`src/rtl/dmr_pkg.sv`:
```
// ----------------------------------------------------------------------------
// dmr_pkg
// Shared types and constants of the disc mask rasterizer: beat payloads,
// opcodes, register indexes, datapath commands and controller states.
// ----------------------------------------------------------------------------
`default_nettype none

package dmr_pkg;

    localparam int MAX_COLS_DEF = 64;
    localparam int MAX_ROWS_DEF = 64;

    localparam int CFG_W     = 32;
    localparam int CFG_IDX_W = 3;
    localparam int COORD_W   = 32;
    localparam int STEP_W    = 31;
    localparam int NUM_W     = 34;   // signed numerators of the bound divisions
    localparam int MAG_W     = 33;   // their magnitude
    localparam int ARG_W     = 62;   // square root argument
    localparam int ROOT_W    = 31;
    localparam int BITS_W    = 64;

    typedef enum logic [1:0] {
        OP_DRAW  = 2'd0,
        OP_READ  = 2'd1,
        OP_CLEAR = 2'd2
    } opcode_t;

    typedef enum logic [CFG_IDX_W-1:0] {
        CFG_ORIGIN_X = 3'd0,
        CFG_ORIGIN_Y = 3'd1,
        CFG_STEP_X   = 3'd2,
        CFG_STEP_Y   = 3'd3,
        CFG_COLS     = 3'd4,
        CFG_ROWS     = 3'd5
    } cfg_idx_t;

    typedef struct packed {
        logic [1:0]                opcode;
        logic signed [COORD_W-1:0] center_x;
        logic signed [COORD_W-1:0] center_y;
        logic [STEP_W-1:0]         radius;
        logic [5:0]                column_index;
    } req_t;

    typedef struct packed {
        logic [BITS_W-1:0] column_bits;
        logic              touched;
    } rsp_t;

    typedef enum logic [4:0] {
        DP_NOP,
        DP_CLR_STEP,
        DP_LATCH,
        DP_RD_COL,
        DP_CLR_COL,
        DP_DIV_JHI,
        DP_DIV_JLO,
        DP_MUL_R2,
        DP_MUL_JSX,
        DP_SET_DX,
        DP_MUL_DX,
        DP_SQRT,
        DP_DIV_IHI,
        DP_DIV_ILO,
        DP_COL_READ,
        DP_COL_WRITE,
        DP_COL_NEXT,
        DP_OUT_LOAD
    } dp_op_t;

    typedef struct packed {
        logic [1:0] opcode;
        logic       clr_last;
        logic       div_done;
        logic       sqrt_done;
        logic       grid_empty;
        logic       cols_miss;
        logic       rows_miss;
        logic       last_col;
        logic       idx_ok;
        logic       out_free;
    } dp_status_t;

    typedef enum logic [4:0] {
        ST_CLEAR,
        ST_IDLE,
        ST_DISPATCH,
        ST_JHI_WAIT,
        ST_JLO,
        ST_JLO_WAIT,
        ST_COLS_CHK,
        ST_MUL_JSX,
        ST_SET_DX,
        ST_COL_SQ,
        ST_SQRT,
        ST_SQRT_WAIT,
        ST_IHI,
        ST_IHI_WAIT,
        ST_ILO,
        ST_ILO_WAIT,
        ST_ROWS_CHK,
        ST_COL_WR,
        ST_COL_NEXT,
        ST_DONE
    } ctrl_state_t;

endpackage

`default_nettype wire

```
`src/rtl/dmr_ctrl.sv`:
```
// ----------------------------------------------------------------------------
// dmr_ctrl
// Controller: sequences the clearing pass, read and clear items, and the
// column loop of a draw, issuing one datapath command per cycle.
// ----------------------------------------------------------------------------
`default_nettype none

module dmr_ctrl (
    input  wire logic                clk,
    input  wire logic                rst_n,
    input  wire logic                req_valid,
    output logic                     req_stall,
    input  wire dmr_pkg::dp_status_t status,
    output dmr_pkg::dp_op_t          op
);

    dmr_pkg::ctrl_state_t state_reg;
    dmr_pkg::ctrl_state_t state_next;

    always_ff @(posedge clk or negedge rst_n)
    begin
        if (!rst_n)
            state_reg <= dmr_pkg::ST_CLEAR;
        else
            state_reg <= state_next;
    end

    always_comb
    begin
        state_next = state_reg;
        op         = dmr_pkg::DP_NOP;
        req_stall  = 1'b1;
        case (state_reg)
            dmr_pkg::ST_CLEAR:
            begin
                op = dmr_pkg::DP_CLR_STEP;
                if (status.clr_last)
                    state_next = dmr_pkg::ST_IDLE;
            end
            dmr_pkg::ST_IDLE:
            begin
                req_stall = 1'b0;
                if (req_valid)
                begin
                    op         = dmr_pkg::DP_LATCH;
                    state_next = dmr_pkg::ST_DISPATCH;
                end
            end
            dmr_pkg::ST_DISPATCH:
            begin
                state_next = dmr_pkg::ST_DONE;
                case (status.opcode)
                    dmr_pkg::OP_DRAW:
                    begin
                        if (!status.grid_empty)
                        begin
                            op         = dmr_pkg::DP_DIV_JHI;
                            state_next = dmr_pkg::ST_JHI_WAIT;
                        end
                    end
                    dmr_pkg::OP_READ:  op = dmr_pkg::DP_RD_COL;
                    dmr_pkg::OP_CLEAR: op = dmr_pkg::DP_CLR_COL;
                    default: ;
                endcase
            end
            dmr_pkg::ST_JHI_WAIT:
                if (status.div_done)
                    state_next = dmr_pkg::ST_JLO;
            dmr_pkg::ST_JLO:
            begin
                op         = dmr_pkg::DP_DIV_JLO;
                state_next = dmr_pkg::ST_JLO_WAIT;
            end
            dmr_pkg::ST_JLO_WAIT:
                if (status.div_done)
                    state_next = dmr_pkg::ST_COLS_CHK;
            dmr_pkg::ST_COLS_CHK:
            begin
                if (status.cols_miss)
                    state_next = dmr_pkg::ST_DONE;
                else
                begin
                    op         = dmr_pkg::DP_MUL_R2;
                    state_next = dmr_pkg::ST_MUL_JSX;
                end
            end
            dmr_pkg::ST_MUL_JSX:
            begin
                op         = dmr_pkg::DP_MUL_JSX;
                state_next = dmr_pkg::ST_SET_DX;
            end
            dmr_pkg::ST_SET_DX:
            begin
                op         = dmr_pkg::DP_SET_DX;
                state_next = dmr_pkg::ST_COL_SQ;
            end
            dmr_pkg::ST_COL_SQ:
            begin
                op         = dmr_pkg::DP_MUL_DX;
                state_next = dmr_pkg::ST_SQRT;
            end
            dmr_pkg::ST_SQRT:
            begin
                op         = dmr_pkg::DP_SQRT;
                state_next = dmr_pkg::ST_SQRT_WAIT;
            end
            dmr_pkg::ST_SQRT_WAIT:
                if (status.sqrt_done)
                    state_next = dmr_pkg::ST_IHI;
            dmr_pkg::ST_IHI:
            begin
                op         = dmr_pkg::DP_DIV_IHI;
                state_next = dmr_pkg::ST_IHI_WAIT;
            end
            dmr_pkg::ST_IHI_WAIT:
                if (status.div_done)
                    state_next = dmr_pkg::ST_ILO;
            dmr_pkg::ST_ILO:
            begin
                op         = dmr_pkg::DP_DIV_ILO;
                state_next = dmr_pkg::ST_ILO_WAIT;
            end
            dmr_pkg::ST_ILO_WAIT:
                if (status.div_done)
                    state_next = dmr_pkg::ST_ROWS_CHK;
            dmr_pkg::ST_ROWS_CHK:
            begin
                if (status.rows_miss)
                    state_next = dmr_pkg::ST_COL_NEXT;
                else
                begin
                    op         = dmr_pkg::DP_COL_READ;
                    state_next = dmr_pkg::ST_COL_WR;
                end
            end
            dmr_pkg::ST_COL_WR:
            begin
                op         = dmr_pkg::DP_COL_WRITE;
                state_next = dmr_pkg::ST_COL_NEXT;
            end
            dmr_pkg::ST_COL_NEXT:
            begin
                if (status.last_col)
                    state_next = dmr_pkg::ST_DONE;
                else
                begin
                    op         = dmr_pkg::DP_COL_NEXT;
                    state_next = dmr_pkg::ST_COL_SQ;
                end
            end
            dmr_pkg::ST_DONE:
            begin
                // hold until the result register can take the beat
                if (status.out_free)
                begin
                    op         = dmr_pkg::DP_OUT_LOAD;
                    state_next = dmr_pkg::ST_IDLE;
                end
            end
            default:
                state_next = dmr_pkg::ST_IDLE;
        endcase
    end

endmodule

`default_nettype wire

```
`config.mk`:
```
export PLATFORM = sky130hd
export DESIGN_NAME = dmr_ctrl
export DESIGN_NICKNAME = d
export VERILOG_FILES = /design/src/rtl/dmr_pkg.sv /design/src/rtl/dmr_ctrl.sv
export SDC_FILE = /design/constraint.sdc
export NUM_CORES = 1
export LEC_CHECK = 0
export BUFFER_PORTS_ARGS = -buffer_cell sky130_fd_sc_hd__buf_2
export CORE_MARGIN = 2
export CORE_UTILIZATION = 25
export CTS_BUF_LIST = sky130_fd_sc_hd__clkbuf_4 sky130_fd_sc_hd__clkbuf_8
export CTS_CLUSTER_DIAMETER = 50
export DETAILED_ROUTE_END_ITERATION = 10
export PLACE_DENSITY_LB_ADDON = 0.3
export SYNTH_ARGS = -nofsm -noshare
export SYNTH_HDL_FRONTEND = slang
export SYNTH_SLANG_ARGS = --single-unit
```
`constraint.sdc`:
```
create_clock -name clk -period 4.85 [get_ports clk]
set_clock_uncertainty 0.1 [all_clocks]
set_input_delay 0.97 -clock clk [delete_from_list [all_inputs] [get_ports clk]]
set_output_delay 0.97 -clock clk [all_outputs]
set_load 0.005 [all_outputs]
```
Word-level counts from Yosys, hierarchy flattened:

Index checks and enable logic that the tools add are counted.

* reductions and logical operators: 3
* muxes and demuxes: 23
* equality and inequality tests: 29

Operator list (count)
* case mux 5 bit (20 select lines): 1
* case mux 5 bit (15 select lines): 1
* two-way mux 5 bit: 14
* equality test 5 x 4 -> 1 bit (second input constant): 8
* equality test 5 x 3 -> 1 bit (second input constant): 4
* equality test 5 bit (second input constant): 4
* != test 2 bit (second input constant): 8
* equality test 5 x 2 -> 1 bit (second input constant): 2
* case mux 3 bit (3 select lines): 1
* AND reduction 8 bit: 1
* two-way mux 3 bit: 2
* equality test 5 x 1 -> 1 bit (second input constant): 1
* zero test 5 bit: 1
* two-way mux 2 bit: 2
* two-way mux 4 bit: 1
* equality test 2 x 1 -> 1 bit (second input constant): 1
* equality test 2 bit (second input constant): 1
* zero test 2 bit: 1
* two-way mux 1 bit: 1

* bits in registers: 5
* output and inout bits: 6
* word-level logic and storage cells: 56
* input bits: 14

Depth between registers and ports, before layout:

* depth after elaboration: 3
* gate-level depth with buffers: 7

Worst setup path after synthesis:

No wires, ideal clock.

* path type: input port to output port
* start point: in req_valid
* end point: out op[1]
* cell stages on the path: 3
* required time: 3780 ps
* arrival time: 1517 ps
* setup slack: 2263 ps
* buffers on the path: 0
* path through: o21ai_0 -> o21ai_0 -> a221o_1

* cells in the longest elaborated chain, start to end: 2

RTL lines
* from (decl): RTL line dmr_ctrl.sv:11 `input wire logic req_valid,`
* two-way mux 2 bit: RTL line dmr_ctrl.sv:43 `if (req_valid)`
* case mux 5 bit (15 select lines): RTL line dmr_ctrl.sv:33 `case (state_reg)`
* to (decl): RTL line dmr_ctrl.sv:14 `output dmr_pkg::dp_op_t op`

No other way between the ends.

Worst setup path in the final report:

* start point: reg state_reg[0]
* end point: out op[1]

* cells in the longest elaborated chain, start to end: 2

RTL lines
* from (decl): RTL line dmr_ctrl.sv:17 `dmr_pkg::ctrl_state_t state_reg;`
* from (signal assigned): RTL line dmr_ctrl.sv:23 `state_reg <= dmr_pkg::ST_CLEAR;`
* from (signal assigned): RTL line dmr_ctrl.sv:25 `state_reg <= state_next;`
* equality test 5 bit (tied with other cells): RTL line dmr_ctrl.sv:33
* case mux 5 bit (15 select lines) *: RTL line dmr_ctrl.sv:33

Every way passes the cells marked *; elsewhere a longest branch is shown, timed or not.

==> metrics.cfg <==
[sta]
timing.hold.ws_ns = 0.4311
maxSlewViolCount = 0
finalCritPeriodShare_pct = 60.71
rsz0062_at_grt = no
tns_ns = 0
period_minus_slack_ns = 2.945
setup_viol = 0
max_freq_mhz = 339.6
hold_violations = 0
slew-limit-headroom_pct = 59.28
tightestPinTransition_ns = 0.6107

[die]
num_rows = 18
die_w_um = 55.26
die_h_um = 55.26
die_area_mm2 = 0.003054
fp.coreArea_mm2 = 0.002477
io-pin-count = 20
start_util_pct = 26.52

[route]
drc = 0
drtAntennaViolNets = 0
firstDrtPassIters = 4
vias = 739
vias_per_cell = 5.279
routed_wirelength_um = 1717
wl_per_cell_um = 12.26
drtIter0Drc = 27

[finish]
area_growth_pct = 18.48
multi_input_area_um2 = 473.0
num-fill-cells = 284
final_cell_mix = buf_2 (18), nor2_1 (13), nand2_1 (10), a21oi_1 (8)
final_cell_count_no_fill = 140
fin_nets = 125
layout_commonest_cell = buf_2
seq_area_um2 = 125.1
design_area_um2 = 778.2
fin_util_pct = 31.41
largest_register_ffs = 5
diodes = 0
drive_above_1_share_pct = 26.36

[critical_path]
crit_path_end_kind = output port
required_ns = 3.78
rr_worst_depth = 5
cp.arrival_ns = 1.87
path_class = reg2out
cp_max_fo = 18
r2r_setup_slack_ns = 2.72
start_kind = flop
timing.rr.start = state_reg[3]
worstReg2RegEnd = state_reg[1]

[power]
power_frac_seq_pct = 27.8
ir_drop_v = 0.0002783
pwr-share-comb_pct = 61.6
powerDensity_mw_per_mm2 = 644.9
internal_power_uw = 247.9
p_sw_share_pct = 50.61
cellLeakagePower_uw = 0.0003520
power_switching_uw = 254.0
pwr-share-clk_pct = 10.6

[clock_network]
postCtsSetupRepairBufs = 0
hold_buffers = 0
cts_buffers = 3
cts-root-buf = clkbuf_4
cts_buffer_depth = 2
clk_latency_ns = 0.24
clk_pin_slew_ns = 0.04
post_cts_resize_count = 0
h-tree-depth = 1
cts_tree = yes
cts.sink_count = 5

[synth]
synth-seq-cells = 5
ys_seq_area_share_pct = 19.05
synth_fp_nets = 109
netlist-cell-type-count = 35
synthCells = 95
yosysWarnings = 0
syn_avg_cell_area_um2 = 6.915
syn-cell-area_um2 = 656.9

[global_route]
antenna_found_initial = 0
grt_use_total_pct = 11.63
grt_pass1_wl_um = 2863
grt_pass1_vias = 649
grt.overflow.total = 0
grt_max_degree = 20

[job]
max-cap-violations = 0

[placement]
dp_hpwl_um = 1344
dpl_cell_area_um2 = 748.2
globalplace.congestion = 0.7832
dp.cells = 136
port_buffers = 18

[run_status]
status = finished clean

[hold_path]
hp-class = in2async

## how the worst max path moves through the flow
stage,depth (start not counted),slack [ns],from,end
2_1_floorplan,3,2.26,req_valid,op[1]
5_1_grt,6,1.79,state_reg[3],op[2]
3_5_place_dp,7,1.96,status[5],op[0]
6_report,5,1.91,state_reg[0],op[1]
4_1_cts,5,1.92,state_reg[0],op[1]
3_3_place_gp,5,1.97,req_valid,op[1]
## worst max-delay path, stage by stage (launching register included)
cell and delay, ns:
dfrtp_1 0.66, inv_1 0.24, nand3_1 0.13, o21ai_0 0.10, a221o_1 0.37, buf_2 0.13
## logic make-up after synthesis
| group | synth area share (%) |
|---|---|
| AOI/OAI and AO/OA | 32.95 |
| muxes | 3.809 |
| buffers and inverters | 8.951 |
| and+or+nand+nor | 35.24 |
| DFF | 19.05 |
## cell type report
class / count / share of cell area (%)
multi-input cells: 77 / 60.77
well taps: 30 / 4.823
inverters: 6 / 2.894
clock buffers: 4 / 3.859
repair buffers: 18 / 11.58
flip-flops and latches: 5 / 16.08
## power by group through the flow
stage	clock network, µW	registers, µW	logic (µW)
after floorplan	0	73.4	306
after global placement	0	139	309
after detailed placement	0	139	311
after CTS	56.0	138	313
after global routing	59.4	150	345
final	53.4	139	309
## synthesized netlist by cell type
master | instances | area (µm²)
dfrtp_1 | 5 | 125.1
o21ai_0 | 5 | 25.02
and3_1 | 1 | 6.260
a22oi_1 | 1 | 7.510
o21ai_1 | 3 | 15.01
o21bai_1 | 1 | 7.510
a21oi_1 | 8 | 40.04
inv_1 | 6 | 22.52
a31oi_1 | 3 | 18.77
o211ai_2 | 1 | 12.51
a2111oi_4 | 1 | 27.53
buf_2 | 2 | 10.01
nand2b_4 | 1 | 13.76
nor2_1 | 13 | 48.80
nand2_1 | 10 | 37.54
a41o_1 | 1 | 10.01
nand3_1 | 6 | 30.03
buf_6 | 1 | 11.26
o211ai_1 | 1 | 7.510
o211a_1 | 1 | 10.01
nand4_1 | 1 | 6.260
a221o_1 | 1 | 10.01
or4_4 | 1 | 11.26
a2bb2oi_1 | 1 | 8.760
nor3_2 | 2 | 20.02
o31a_1 | 1 | 8.760
clkbuf_1 | 4 | 15.01
mux2_4 | 1 | 15.01
or3_1 | 1 | 6.260
nor2b_1 | 3 | 18.77
nor3_1 | 4 | 20.02
mux2i_1 | 1 | 10.01
nand2b_1 | 1 | 6.260
o21a_1 | 1 | 7.510
nor4_1 | 1 | 6.260
## metrics by stage
step | total power (µW) | setup WS, ns
finish | 501.9 | 1.905
global route | 554.4 | 1.788
CTS | 506.4 | 1.917
detailed placement | 450.1 | 1.959
global placement | 448.1 | 1.968
floorplan | 379.6 | 2.263
## routing by layer
layer  global-route usage [%]  part of all wire (%)  up-vias
met3                    3.747                   5.1        0
met1                    14.49                    45      341
met4                    2.091                     0        0
met2                    19.73                    50       19
li1                         -                     -      379
met5                        0                     0        -
Note: power is estimated with default switching activity, not from simulation.
